--- src/hw/rtl/tgr_pkg.sv ---
// Types, operation codes and the 5x7 font table of the glyph renderer.
package tgr_pkg;

  typedef logic [15:0] color_t;
  typedef logic [9:0]  coord_t;
  typedef logic [7:0]  code_t;
  typedef logic [1:0]  op_t;
  typedef logic [5:0]  cell_t;

  // Operation codes.
  localparam op_t OP_DRAW_AT     = 2'd0;
  localparam op_t OP_DRAW_CURSOR = 2'd1;
  localparam op_t OP_SET_CURSOR  = 2'd2;

  // Font geometry.
  localparam int GLYPH_COUNT = 96;
  localparam int GLYPH_W     = 5;
  localparam int GLYPH_H     = 7;
  localparam int ROM_DEPTH   = GLYPH_COUNT * GLYPH_W;
  localparam int ROM_AW      = $clog2(ROM_DEPTH);
  localparam int GLYPH_IW    = $clog2(GLYPH_COUNT);

  localparam logic [2:0] LAST_COL = 3'(GLYPH_W - 1);
  localparam logic [2:0] LAST_ROW = 3'(GLYPH_H - 1);

  // Printable code range covered by the font.
  localparam code_t FIRST_CODE = 8'd32;
  localparam code_t LAST_CODE  = 8'(32 + GLYPH_COUNT - 1);

  typedef logic [ROM_AW-1:0] rom_addr_t;

  // Read request to the font memory.
  typedef struct packed {
    logic      en;
    rom_addr_t addr;
  } rom_req_t;

  // Five column bytes per glyph; bit k of a column is glyph row k.
  localparam logic [7:0] GLYPH_ROM [0:ROM_DEPTH-1] = '{
    8'h00,8'h00,8'h00,8'h00,8'h00, 8'h00,8'h00,8'h5F,8'h00,8'h00,
    8'h00,8'h07,8'h00,8'h07,8'h00, 8'h14,8'h7F,8'h14,8'h7F,8'h14,
    8'h12,8'h2A,8'h7F,8'h2A,8'h24, 8'h62,8'h64,8'h08,8'h13,8'h23,
    8'h50,8'h22,8'h55,8'h49,8'h36, 8'h00,8'h05,8'h03,8'h00,8'h00,
    8'h00,8'h41,8'h22,8'h1C,8'h00, 8'h00,8'h1C,8'h22,8'h41,8'h00,
    8'h08,8'h2A,8'h1C,8'h2A,8'h08, 8'h08,8'h08,8'h3E,8'h08,8'h08,
    8'h00,8'h00,8'h30,8'h50,8'h00, 8'h08,8'h08,8'h08,8'h08,8'h08,
    8'h00,8'h60,8'h60,8'h00,8'h00, 8'h02,8'h04,8'h08,8'h10,8'h20,
    8'h3E,8'h45,8'h49,8'h51,8'h3E, 8'h00,8'h40,8'h7F,8'h42,8'h00,
    8'h46,8'h49,8'h51,8'h61,8'h42, 8'h31,8'h4B,8'h45,8'h41,8'h21,
    8'h10,8'h7F,8'h12,8'h14,8'h18, 8'h39,8'h45,8'h45,8'h45,8'h27,
    8'h30,8'h49,8'h49,8'h4A,8'h3C, 8'h03,8'h05,8'h09,8'h71,8'h01,
    8'h36,8'h49,8'h49,8'h49,8'h36, 8'h1E,8'h29,8'h49,8'h49,8'h06,
    8'h00,8'h36,8'h36,8'h00,8'h00, 8'h00,8'h00,8'h36,8'h56,8'h00,
    8'h41,8'h22,8'h14,8'h08,8'h00, 8'h14,8'h14,8'h14,8'h14,8'h14,
    8'h00,8'h08,8'h14,8'h22,8'h41, 8'h06,8'h09,8'h51,8'h01,8'h02,
    8'h3E,8'h41,8'h79,8'h49,8'h32, 8'h7E,8'h11,8'h11,8'h11,8'h7E,
    8'h36,8'h49,8'h49,8'h49,8'h7F, 8'h22,8'h41,8'h41,8'h41,8'h3E,
    8'h1C,8'h22,8'h41,8'h41,8'h7F, 8'h41,8'h49,8'h49,8'h49,8'h7F,
    8'h01,8'h01,8'h09,8'h09,8'h7F, 8'h32,8'h51,8'h41,8'h41,8'h3E,
    8'h7F,8'h08,8'h08,8'h08,8'h7F, 8'h00,8'h41,8'h7F,8'h41,8'h00,
    8'h01,8'h3F,8'h41,8'h40,8'h20, 8'h41,8'h22,8'h14,8'h08,8'h7F,
    8'h40,8'h40,8'h40,8'h40,8'h7F, 8'h7F,8'h02,8'h04,8'h02,8'h7F,
    8'h7F,8'h10,8'h08,8'h04,8'h7F, 8'h3E,8'h41,8'h41,8'h41,8'h3E,
    8'h06,8'h09,8'h09,8'h09,8'h7F, 8'h5E,8'h21,8'h51,8'h41,8'h3E,
    8'h46,8'h29,8'h19,8'h09,8'h7F, 8'h31,8'h49,8'h49,8'h49,8'h46,
    8'h01,8'h01,8'h7F,8'h01,8'h01, 8'h3F,8'h40,8'h40,8'h40,8'h3F,
    8'h1F,8'h20,8'h40,8'h20,8'h1F, 8'h7F,8'h20,8'h18,8'h20,8'h7F,
    8'h63,8'h14,8'h08,8'h14,8'h63, 8'h03,8'h04,8'h78,8'h04,8'h03,
    8'h43,8'h45,8'h49,8'h51,8'h61, 8'h41,8'h41,8'h7F,8'h00,8'h00,
    8'h20,8'h10,8'h08,8'h04,8'h02, 8'h00,8'h00,8'h7F,8'h41,8'h41,
    8'h04,8'h02,8'h01,8'h02,8'h04, 8'h40,8'h40,8'h40,8'h40,8'h40,
    8'h00,8'h04,8'h02,8'h01,8'h00, 8'h78,8'h54,8'h54,8'h54,8'h20,
    8'h38,8'h44,8'h44,8'h48,8'h7F, 8'h20,8'h44,8'h44,8'h44,8'h38,
    8'h7F,8'h44,8'h44,8'h48,8'h38, 8'h18,8'h54,8'h54,8'h54,8'h38,
    8'h02,8'h01,8'h09,8'h7E,8'h08, 8'h3C,8'h54,8'h54,8'h14,8'h08,
    8'h78,8'h04,8'h04,8'h08,8'h7F, 8'h00,8'h40,8'h7D,8'h44,8'h00,
    8'h00,8'h3D,8'h44,8'h40,8'h20, 8'h44,8'h28,8'h10,8'h7F,8'h00,
    8'h00,8'h40,8'h7F,8'h41,8'h00, 8'h78,8'h04,8'h18,8'h04,8'h7C,
    8'h78,8'h04,8'h04,8'h08,8'h7C, 8'h38,8'h44,8'h44,8'h44,8'h38,
    8'h08,8'h14,8'h14,8'h14,8'h7C, 8'h7C,8'h18,8'h14,8'h14,8'h08,
    8'h08,8'h04,8'h04,8'h08,8'h7C, 8'h20,8'h54,8'h54,8'h54,8'h48,
    8'h20,8'h40,8'h44,8'h3F,8'h04, 8'h7C,8'h20,8'h40,8'h40,8'h3C,
    8'h1C,8'h20,8'h40,8'h20,8'h1C, 8'h3C,8'h40,8'h30,8'h40,8'h3C,
    8'h44,8'h28,8'h10,8'h28,8'h44, 8'h3C,8'h50,8'h50,8'h50,8'h0C,
    8'h44,8'h4C,8'h54,8'h64,8'h44, 8'h00,8'h41,8'h36,8'h08,8'h00,
    8'h00,8'h00,8'h7F,8'h00,8'h00, 8'h00,8'h08,8'h36,8'h41,8'h00,
    8'h08,8'h1C,8'h2A,8'h08,8'h08, 8'h08,8'h08,8'h2A,8'h1C,8'h08
  };

endpackage

--- src/hw/rtl/tgr_if.sv ---
// Valid/ready channels of the glyph renderer: character requests and pixels.
interface tgr_cmd_if;
  import tgr_pkg::*;

  logic   valid;
  logic   ready;
  op_t    operation;
  code_t  char_code;
  coord_t pos_x;
  coord_t pos_y;
  color_t ink_color;

  modport source (output valid, operation, char_code, pos_x, pos_y, ink_color,
                  input ready);
  modport sink   (input valid, operation, char_code, pos_x, pos_y, ink_color,
                  output ready);
endinterface

interface tgr_pix_if;
  import tgr_pkg::*;

  logic   valid;
  logic   ready;
  coord_t pixel_x;
  coord_t pixel_y;
  color_t pixel_color;
  logic   last;

  modport source (output valid, pixel_x, pixel_y, pixel_color, last, input ready);
  modport sink   (input valid, pixel_x, pixel_y, pixel_color, last, output ready);
endinterface

--- src/hw/rtl/tgr_glyph_rom.sv ---
// Synchronous font memory: one column byte per read, data registered for the next cycle.
module tgr_glyph_rom (
  input  logic              clk,
  input  tgr_pkg::rom_req_t req,
  output logic [7:0]        data
);
  import tgr_pkg::*;

  // Registered read; the data holds while no read is requested.
  always_ff @(posedge clk) begin
    if (req.en) begin
      data <= GLYPH_ROM[req.addr];
    end
  end

endmodule

--- src/hw/rtl/text_glyph_renderer.sv ---
// Top level of the 5x7 text glyph renderer.
//
// Each draw request (draw at a pixel position, or draw at the text cursor and
// advance it) yields 35 pixels in row-major order, one per cycle while the
// pixel sink is ready, the 35th marked last. A new draw request is taken in the
// cycle its predecessor issues its last font read, so characters stream back to
// back; the single read port of the font memory supplies one column byte per
// pixel. A cursor-set request, or an undefined operation, emits nothing. The
// edge that takes a draw request loads the issue stage; the font read then fills
// the read stage, and the output register after it drives the pixel port. The
// background color may be written only while no character is in flight.
module text_glyph_renderer #(
  parameter int TEXT_COLUMNS = 40,
  parameter int TEXT_ROWS    = 40
) (
  input  logic            clk,
  input  logic            rst,
  input  logic            cfg_we,
  input  tgr_pkg::color_t cfg_wdata,
  tgr_cmd_if.sink         cmd,
  tgr_pix_if.source       pix
);
  import tgr_pkg::*;

  localparam logic [6:0] COLS    = 7'(TEXT_COLUMNS);
  localparam logic [6:0] ROWS    = 7'(TEXT_ROWS);
  localparam coord_t     MAX_COL = 10'(TEXT_COLUMNS - 1);
  localparam coord_t     MAX_ROW = 10'(TEXT_ROWS - 1);

  color_t bg_color;
  cell_t  cur_col;
  cell_t  cur_row;
  cell_t  cur_col_next;
  cell_t  cur_row_next;

  // Issue stage.
  logic       s1_valid;
  rom_addr_t  s1_base;
  coord_t     s1_ox;
  coord_t     s1_oy;
  color_t     s1_ink;
  logic [2:0] s1_row;
  logic [2:0] s1_col;

  // Font read stage.
  logic       s2_valid;
  coord_t     s2_x;
  coord_t     s2_y;
  color_t     s2_ink;
  logic [2:0] s2_row;
  logic       s2_last;

  // Output register.
  logic   out_valid;
  coord_t out_x;
  coord_t out_y;
  color_t out_color;
  logic   out_last;

  logic                 advance;
  logic                 s1_end;
  logic                 cmd_acc;
  logic                 draw;
  logic                 code_ok;
  logic [GLYPH_IW-1:0]  glyph;
  rom_addr_t            glyph_base;
  coord_t               org_x;
  coord_t               org_y;
  logic [6:0]           col_inc;
  logic [6:0]           row_inc;
  rom_req_t             rom_req;
  logic [7:0]           rom_data;

  // The whole pixel pipeline moves when the output register can take a pixel.
  assign advance = !out_valid || pix.ready;
  assign s1_end  = (s1_row == LAST_ROW) && (s1_col == LAST_COL);

  // A request enters when the issue stage is free or hands off its last pixel.
  assign cmd.ready = !s1_valid || (s1_end && advance);
  assign cmd_acc   = cmd.valid && cmd.ready;
  assign draw      = cmd_acc &&
                     ((cmd.operation == OP_DRAW_AT) || (cmd.operation == OP_DRAW_CURSOR));

  // Glyph selection; codes outside the font draw as a space.
  assign code_ok    = (cmd.char_code >= FIRST_CODE) && (cmd.char_code <= LAST_CODE);
  assign glyph      = code_ok ? GLYPH_IW'(cmd.char_code - FIRST_CODE) : '0;
  assign glyph_base = ROM_AW'({glyph, 2'b00}) + ROM_AW'(glyph);

  // Origin: the given pixel position, or the cursor cell (column*6, row*8).
  always_comb begin
    if (cmd.operation == OP_DRAW_AT) begin
      org_x = cmd.pos_x;
      org_y = cmd.pos_y;
    end else begin
      org_x = 10'({cur_col, 2'b00}) + 10'({cur_col, 1'b0});
      org_y = 10'({cur_row, 3'b000});
    end
  end

  // Cursor advance after a cursor draw, and saturating cursor set.
  always_comb begin
    cur_col_next = cur_col;
    cur_row_next = cur_row;
    col_inc      = 7'(cur_col) + 7'd1;
    row_inc      = 7'(cur_row);
    if (cmd_acc) begin
      case (cmd.operation)
        OP_DRAW_CURSOR: begin
          if (col_inc >= COLS) begin
            cur_col_next = '0;
            row_inc      = 7'(cur_row) + 7'd1;
          end else begin
            cur_col_next = col_inc[5:0];
          end
          cur_row_next = (row_inc >= ROWS) ? '0 : row_inc[5:0];
        end
        OP_SET_CURSOR: begin
          cur_col_next = (cmd.pos_x > MAX_COL) ? MAX_COL[5:0] : cmd.pos_x[5:0];
          cur_row_next = (cmd.pos_y > MAX_ROW) ? MAX_ROW[5:0] : cmd.pos_y[5:0];
        end
        default: begin
        end
      endcase
    end
  end

  // Configuration and cursor registers.
  always_ff @(posedge clk) begin
    if (rst) begin
      bg_color <= '0;
      cur_col  <= '0;
      cur_row  <= '0;
    end else begin
      if (cfg_we) begin
        bg_color <= cfg_wdata;
      end
      cur_col <= cur_col_next;
      cur_row <= cur_row_next;
    end
  end

  // Issue stage control: walk rows 0..6 and columns 0..4 of the glyph.
  always_ff @(posedge clk) begin
    if (rst) begin
      s1_valid <= 1'b0;
      s1_row   <= '0;
      s1_col   <= '0;
    end else if (draw) begin
      s1_valid <= 1'b1;
      s1_row   <= '0;
      s1_col   <= '0;
    end else if (s1_valid && advance) begin
      if (s1_end) begin
        s1_valid <= 1'b0;
      end else if (s1_col == LAST_COL) begin
        s1_col <= '0;
        s1_row <= s1_row + 3'd1;
      end else begin
        s1_col <= s1_col + 3'd1;
      end
    end
  end

  // Issue stage payload, captured with the request.
  always_ff @(posedge clk) begin
    if (draw) begin
      s1_base <= glyph_base;
      s1_ox   <= org_x;
      s1_oy   <= org_y;
      s1_ink  <= cmd.ink_color;
    end
  end

  // Font read of the current column byte.
  assign rom_req.en   = s1_valid && advance;
  assign rom_req.addr = s1_base + ROM_AW'(s1_col);

  tgr_glyph_rom u_rom (
    .clk  (clk),
    .req  (rom_req),
    .data (rom_data)
  );

  // Read stage: pixel coordinates travel alongside the font read.
  always_ff @(posedge clk) begin
    if (rst) begin
      s2_valid <= 1'b0;
    end else if (advance) begin
      s2_valid <= s1_valid;
    end
  end

  always_ff @(posedge clk) begin
    if (advance) begin
      s2_x    <= s1_ox + 10'(s1_col);
      s2_y    <= s1_oy + 10'(s1_row);
      s2_ink  <= s1_ink;
      s2_row  <= s1_row;
      s2_last <= s1_end;
    end
  end

  // Output register: pick ink or background from the font bit of this row.
  always_ff @(posedge clk) begin
    if (rst) begin
      out_valid <= 1'b0;
    end else if (advance) begin
      out_valid <= s2_valid;
    end
  end

  always_ff @(posedge clk) begin
    if (advance) begin
      out_x     <= s2_x;
      out_y     <= s2_y;
      out_color <= rom_data[s2_row] ? s2_ink : bg_color;
      out_last  <= s2_last;
    end
  end

  assign pix.valid       = out_valid;
  assign pix.pixel_x     = out_x;
  assign pix.pixel_y     = out_y;
  assign pix.pixel_color = out_color;
  assign pix.last        = out_last;

endmodule

--- src/flat_wrapper.sv ---
// flat-port wrapper written by rule: the top's interface ports become plain ports
module text_glyph_renderer_flat import tgr_pkg::*;
#(
  parameter int TEXT_COLUMNS = 40,
  parameter int TEXT_ROWS    = 40
)
  (clk, rst, cfg_we, cfg_wdata, cmd_valid, cmd_operation, cmd_char_code, cmd_pos_x, cmd_pos_y, cmd_ink_color, cmd_ready, pix_valid, pix_pixel_x, pix_pixel_y, pix_pixel_color, pix_last, pix_ready);
  tgr_cmd_if cmd_i ();
  tgr_pix_if pix_i ();
  input  logic clk;
  input  logic rst;
  input  logic cfg_we;
  input  tgr_pkg::color_t cfg_wdata;
  input wire logic [$bits(cmd_i.valid)-1:0] cmd_valid;
  input wire logic [$bits(cmd_i.operation)-1:0] cmd_operation;
  input wire logic [$bits(cmd_i.char_code)-1:0] cmd_char_code;
  input wire logic [$bits(cmd_i.pos_x)-1:0] cmd_pos_x;
  input wire logic [$bits(cmd_i.pos_y)-1:0] cmd_pos_y;
  input wire logic [$bits(cmd_i.ink_color)-1:0] cmd_ink_color;
  output wire logic [$bits(cmd_i.ready)-1:0] cmd_ready;
  output wire logic [$bits(pix_i.valid)-1:0] pix_valid;
  output wire logic [$bits(pix_i.pixel_x)-1:0] pix_pixel_x;
  output wire logic [$bits(pix_i.pixel_y)-1:0] pix_pixel_y;
  output wire logic [$bits(pix_i.pixel_color)-1:0] pix_pixel_color;
  output wire logic [$bits(pix_i.last)-1:0] pix_last;
  input wire logic [$bits(pix_i.ready)-1:0] pix_ready;
  assign cmd_i.valid = cmd_valid;
  assign cmd_i.operation = cmd_operation;
  assign cmd_i.char_code = cmd_char_code;
  assign cmd_i.pos_x = cmd_pos_x;
  assign cmd_i.pos_y = cmd_pos_y;
  assign cmd_i.ink_color = cmd_ink_color;
  assign cmd_ready = cmd_i.ready;
  assign pix_valid = pix_i.valid;
  assign pix_pixel_x = pix_i.pixel_x;
  assign pix_pixel_y = pix_i.pixel_y;
  assign pix_pixel_color = pix_i.pixel_color;
  assign pix_last = pix_i.last;
  assign pix_i.ready = pix_ready;
  text_glyph_renderer #(.TEXT_COLUMNS(TEXT_COLUMNS), .TEXT_ROWS(TEXT_ROWS)) u_core (.clk(clk), .rst(rst), .cfg_we(cfg_we), .cfg_wdata(cfg_wdata), .cmd(cmd_i), .pix(pix_i));
endmodule
--- config.mk ---
export PLATFORM = sky130hd
export DESIGN_NAME = text_glyph_renderer_flat
export DESIGN_NICKNAME = d
export VERILOG_FILES = /design/src/hw/rtl/tgr_pkg.sv /design/src/hw/rtl/tgr_if.sv /design/src/hw/rtl/tgr_glyph_rom.sv /design/src/hw/rtl/text_glyph_renderer.sv /design/src/flat_wrapper.sv
export SDC_FILE = /design/constraint.sdc
export NUM_CORES = 1
export LEC_CHECK = 0
export ABC_CLOCK_PERIOD_IN_PS = 3900
export BUFFER_PORTS_ARGS = -buffer_cell sky130_fd_sc_hd__buf_2
export CAP_MARGIN = 15
export CORE_UTILIZATION = 45
export DETAILED_ROUTE_END_ITERATION = 7
export GPL_TIMING_DRIVEN = 0
export PLACE_DENSITY = 0.68
export SYNTH_ARGS = -nofsm -noshare
export SYNTH_HDL_FRONTEND = slang
export SYNTH_SLANG_ARGS = --single-unit
--- constraint.sdc ---
create_clock -name clk -period 3.9 [get_ports clk]
set_input_delay 0.195 -clock clk [delete_from_list [all_inputs] [get_ports clk]]
set_output_delay 0.195 -clock clk [all_outputs]
set_load 0.02 [all_outputs]
Yosys cells after proc, flatten, opt, wreduce, memory -nomap -nowiden
Memories as Yosys holds them, arrays and structs flattened. A register that Yosys moved wholly into a read port is not among the register bits.
Cells that the tools add are included.
- add/subtract/negate cells: 10
- magnitude comparators: 7
- equal/unequal tests: 4
- muxes and demuxes: 19
- bitwise operators: 2
- reductions and logical operators: 20
- operators with widths (kind ; number):
    7-bit 2-to-1 mux ; 4
    6-bit 2-to-1 mux ; 4
    6-bit one-hot mux with 2 select lines ; 2
    10-bit by 3-bit adder with 10-bit output ; 2
    10-bit by 6-bit greater-than comparator with 1-bit output (second input constant) ; 2
    16-bit 2-to-1 mux ; 1
    6-bit by 1-bit adder with 7-bit output (second input constant) ; 2
    7-bit by 6-bit greater-or-equal comparator with 1-bit output (second input constant) ; 2
    10-bit 2-to-1 mux ; 1
    9-bit inverter with 10-bit output ; 1
    8-bit by 7-bit adder with 9-bit output ; 1
    9-bit by 3-bit adder with 9-bit output ; 1
    9-bit by 7-bit adder with 9-bit output ; 1
    9-bit 2-to-1 mux ; 1
    8-bit by 6-bit greater-or-equal comparator with 1-bit output (second input constant) ; 1
    8-bit by 7-bit <= comparator with 1-bit output (second input constant) ; 1
    7-bit by 6-bit subtractor with 7-bit output (second input constant) ; 1
    3-bit by 1-bit adder with 3-bit output (second input constant) ; 2
    3-bit == test (second input constant) ; 2
    1-bit logical AND ; 6
    2-bit AND reduction ; 3
    2-bit nonzero test ; 3
    3-bit by 4-bit < comparator with 1-bit output (second input constant) ; 1
    1-bit 2-to-1 mux ; 4
    other kinds (10) ; 13
- flip-flop bits (word level): 159
- bits in read-only memories: 4096
- bits of input ports: 67
- memories: 1
- memory list (name ; depth ; width ; read ports ; clocked after Yosys merged registers in ; wr ports ; RTL line ; text):
    (name not given) ; 512 ; 8 ; 1 ; 1 ; 0 ; tgr_glyph_rom.sv:12 ; data <= GLYPH_ROM[req.addr];

Longest topological paths before layout
- word-level depth: 9
- gate-level depth with buffers: 15

By module
From an unflattened synthesis, not the netlist that was laid out.
- cells, all modules: 1268
- area total of the unflattened synthesis: 11781.3 µm²
- modules (own cells, without submodules) (module ; times used ; cells each ; area an instance (µm²) ; sequential area each (µm²)):
    text_glyph_renderer ; 1 ; 538 ; 7118.1 ; 4404.2
    tgr_glyph_rom ; 1 ; 730 ; 4663.2 ; 210.2

Least setup slack after synthesis
Ideal clock, no wire load.
- path kind: flip-flop to flip-flop
- start point: reg u_core.s1_base[0]
- end point: reg u_core.u_rom.data[0] (data pin)
- library setup time: 0.266 ns
- data arrival time: 3.288 ns
- path slack: 0.345 ns
- cell stages (with the launch flop): 16
- period minus slack after synthesis: 3.555 ns
- cells stage by stage: edfxtp_1 -> ha_1 -> fa_1 -> buf_4 -> xor2_4 -> inv_2 -> buf_2 -> buf_2 -> buf_2 -> buf_2 -> ha_1 -> nor4_1 -> nor4b_1 -> a311o_1 -> a211oi_1 -> o22ai_1
- longest elaborated chain between the ends: 2
- RTL lines (what ; RTL line ; text):
    from (decl) ; text_glyph_renderer.sv:38 ; rom_addr_t s1_base;
    from (signal assigned) ; text_glyph_renderer.sv:167 ; s1_base <= glyph_base;
    9-bit by 3-bit adder with 9-bit output ; text_glyph_renderer.sv:176 ; assign rom_req.addr = s1_base + ROM_AW'(s1_col);
    9-bit inverter with 10-bit output (not written as such) ; tgr_glyph_rom.sv:12 ;
    to (decl) ; tgr_glyph_rom.sv:5 ; output logic [7:0] data
Every way passes these cells.
A chain may end at the register's enable or synchronous reset.

Final worst setup path
- start point: reg u_core.s1_base[0]
- end point: reg u_core.u_rom.data[2] (data pin)
The elaborated chain is that of the path after synthesis.

==> implementation parameters <==
Parameter                              Value

Placed design
  IO buf count    104
  Total half-perimeter wirelength after legalization and detailed placement    43.04 mm
  Worst setup slack before clock tree synthesis    -1502 ps
  Final weighted congestion in routability-driven placement    1.156
  Post-Place Cells    1714
  Placed cell area    12730 µm²

Logic synthesis
  Main area contributors after synthesis    sky130_fd_sc_hd__edfxtp_1 33%, sky130_fd_sc_hd__dfxtp_1 6.3%, sky130_fd_sc_hd__ha_1 4.7%
  Dominant synthesized flop cell    sky130_fd_sc_hd__edfxtp_1
  Number of cells produced by synthesis    1274
  Avg Synthesized Cell Area    9.214 µm²
  Most common cell in the netlist    sky130_fd_sc_hd__edfxtp_1
  Synthesized area    11740 µm²
  Total of warnings raised by yosys    0
  Post-synth top area cell    sky130_fd_sc_hd__edfxtp_1
  Net count after synthesis    1390
  Post-synthesis register bit count    166
  Top cells by instance count after synthesis    129 x sky130_fd_sc_hd__edfxtp_1, 105 x sky130_fd_sc_hd__a21oi_1, 105 x sky130_fd_sc_hd__nor2_1
  Number of flops mapped to enable cells by yosys    129
  Share of the synthesized area in the top cell type    0.3300
  Async set or reset register ratio after synthesis    0
  Seq/Total Area, Yosys    0.3931
  Number of different library cells in the post-synthesis netlist    87

Critical path
  Crit path arrival time    4140 ps
  Crit path max-delay family    compound AO/OA/AOI/OAI gates
  Nature of the critical path endpoint    flip-flop
  Category of the worst setup path launch point    flip-flop
  Crit path cell chain    ha_4 > fa_2 > buf_4 > a21oi_2 > o221ai_4 > buf_2 > buf_4 > nor2_1 > nand3_1 > a41o_1 > o32ai_1
  Number of buffer and inverter instances along the worst setup path    3
  Slowest library cell on the worst path    sky130_fd_sc_hd__nor2_1
  Top fanout value on the critical path    10
  Worst path required time    4090 ps
  Worst Setup Path Type    reg -> reg
  Critical path's largest stage delay    430 ps
  Cell with the most instances on the worst path    sky130_fd_sc_hd__buf_4

Finish
  Area growth, synth to finish    20.41%
  Seq. cell area    4617 µm²
  Area of all placed cells without fillers    14130 µm²
  Fraction of layout instances using a drive strength above 1    0.2503
  Number of fill cells in the layout    2234
  Total Nets Final    1549
  Fin cells    1778
  Area of the multi-input gates    6929 µm²

STA
  Final hold slack    6.441 ps
  Clock period minus final worst setup slack    3949 ps
  Achievable Freq    253.2 MHz
  Clk_skew    19.28 ps
  Count of final setup violators    4
  Setup repair after global routing missed its margin    true
  Portion of the clock cycle consumed by the worst path in the final layout    1.013
  Number of pins with negative max-slew slack in the final report    0
  Fin worst setup slack    -49.10 ps
  Slew Limit Headroom    0.3451
  Worst Tran Pin Value    982.4 ps
  Final Hold Fails    0

Routing
  Final WL    60.71 mm
  Routed vias    12950
  Final routed wire length divided by cell count    34.14 µm
  Violation count after the first detailed-routing iteration    2053
  Router iterations before antenna repair    8
  Antenna viol nets, final    0
  Vias per cell    7.286
  Number of design rule violations left after detail routing    2

CTS
  Worst-skew pair later-pin latency    420 ps
  Count of clock tree sinks    166
  Level count of the clock H-tree    4
  Clock buffers created by TritonCTS    17
  Max clock buf depth    2
  Clock tree from TritonCTS    done
  Clock Pin Slew Worst Setup and Hold Paths    80 ps
  Buffer cell driving the clock tree root    sky130_fd_sc_hd__clkbuf_16

GRT
  Initial antenna violation count    1
  Number of global-route vias before repair    12220
  Global-route wire length before repair    84.34 mm
  Largest net degree at the start of global routing    79
  Global router's overall resource usage    0.4521
  Remaining Overflow, GRT    0

Pwr
  Power per cell area    394.0 nW/µm²
  Post-layout total power    5.569 mW
  LEAKAGE    5.462 nW
  Peak supply drop    373.8 µV

Floorplan
  Top-Level Pins    106
  # rows    58
  CORE AREA    25400 µm²
  Vert. Die Dim    163.5 µm
  Initial Util    0.4622
  Die X-Extent    163.5 µm
  Die area    26740 µm²

Flow run
  Maximum Capacitance Violations    0

Hold path
  Path category of the worst min-delay check    in -> reg

Status
  Violated checks    DRC, setup timing
  Run status    finished, violations left
path summary, 6_finish.rpt:
path,startpoint,endpoint,slack (ps),cells after the start
max,u_core.s1_base[0],u_core.u_rom.data[2],-50,11
min,cfg_wdata[8],u_core.bg_color[8],6,3
max reg2reg,u_core.s1_base[0],u_core.u_rom.data[2],-50,11
min reg2reg,u_core.s1_ink[8],u_core.s2_ink[8],400,0
timing repair:
action | in CTS | in global routing
hold buffers | 18 | 0
hold endpoints to repair | 18 | 0
setup endpoints to repair | 7 | 7
resized for setup | 81 | 93
buffers inserted | 9 | 5
pin swaps | 8 | 9
through the flow:
stage,setup TNS (ps),util
after floorplan,0,-
after global placement,-10870,0.4989
after detailed placement,-9498,0.5013
after CTS,-27.02,0.5436
after global routing,-62.29,0.5563
final,-164.7,0.5565
per-layer routing:
layer,up-vias,global-route usage,part of all wire
li1,5212,-,-
met1,6187,0.5599,0.37
met2,1216,0.6468,0.41
met3,339,0.1976,0.15
met4,0,0.2681,0.076
met5,-,0,0
layout by cell type (no fill, tap or decap), types with 26 or more instances in the layout:
cell type	n
sky130_fd_sc_hd__buf_4	32
sky130_fd_sc_hd__nor2_1	97
sky130_fd_sc_hd__xnor2_1	29
sky130_fd_sc_hd__inv_1	26
sky130_fd_sc_hd__ha_1	40
sky130_fd_sc_hd__nand3_1	47
sky130_fd_sc_hd__a21oi_1	101
sky130_fd_sc_hd__o21ai_0	73
sky130_fd_sc_hd__dfxtp_1	35
sky130_fd_sc_hd__a31oi_1	28
sky130_fd_sc_hd__nand2_1	98
sky130_fd_sc_hd__edfxtp_1	129
sky130_fd_sc_hd__buf_2	128
final cells by class:
class,instances,share of cell area
inverters,34,0.009826
repair buffers,142,0.06205
flip-flops and latches,166,0.3266
diodes,2,0.0003541
clock buffers,19,0.03213
multi-input cells,976,0.4902
well taps,330,0.02921
clock inverters,13,0.009383
plain buffers,96,0.04019
flip-flops by register name, summed over array words and instances (netlist names), 6 cells and up:
register                count
u_core.bg_color            16
u_core.cur_col              6
u_core.cur_row              6
u_core.pix.pixel_color     16
u_core.pix.pixel_x         10
u_core.pix.pixel_y         10
u_core.s1_base              9
u_core.s1_ink              16
u_core.s1_ox               10
u_core.s1_oy               10
u_core.s2_ink              16
u_core.s2_x                10
u_core.s2_y                10
u_core.u_rom.data           7
power breakdown:
part           leakage (nW)  internal, mW  switching [mW]
Sequential             1.63          2.04          0.0614
Combinational          3.55         0.526            1.24
Clock                 0.288         0.893           0.815
Total                  5.46          3.46            2.11
cell families (layout without fill, tap and decap cells):
logic type | count (synthesis) | after routing | share of synthesized area
AOI/OAI and AO/OA | 454 | 454 | 0.2625
xor gates and xnor gates | 45 | 45 | 0.03699
adders and majority gates | 49 | 49 | 0.05543
buffers and inverters | 132 | 304 | 0.04967
DFF | 166 | 166 | 0.3931
muxes | 50 | 50 | 0.04839
other | 0 | 2 | 0
and+or+nand+nor | 378 | 378 | 0.1539
worst register-to-register path, cell delays in order (launching register included):
cell and delay, ps:
sky130_fd_sc_hd__edfxtp_1 410, sky130_fd_sc_hd__ha_4 210, sky130_fd_sc_hd__fa_2 340, sky130_fd_sc_hd__buf_4 190, sky130_fd_sc_hd__a21oi_2 280, sky130_fd_sc_hd__o221ai_4 230
sky130_fd_sc_hd__buf_2 280, sky130_fd_sc_hd__buf_4 260, sky130_fd_sc_hd__nor2_1 440, sky130_fd_sc_hd__nand3_1 340, sky130_fd_sc_hd__a41o_1 360, sky130_fd_sc_hd__o32ai_1 380
Note: power is estimated with default switching activity, not from simulation.
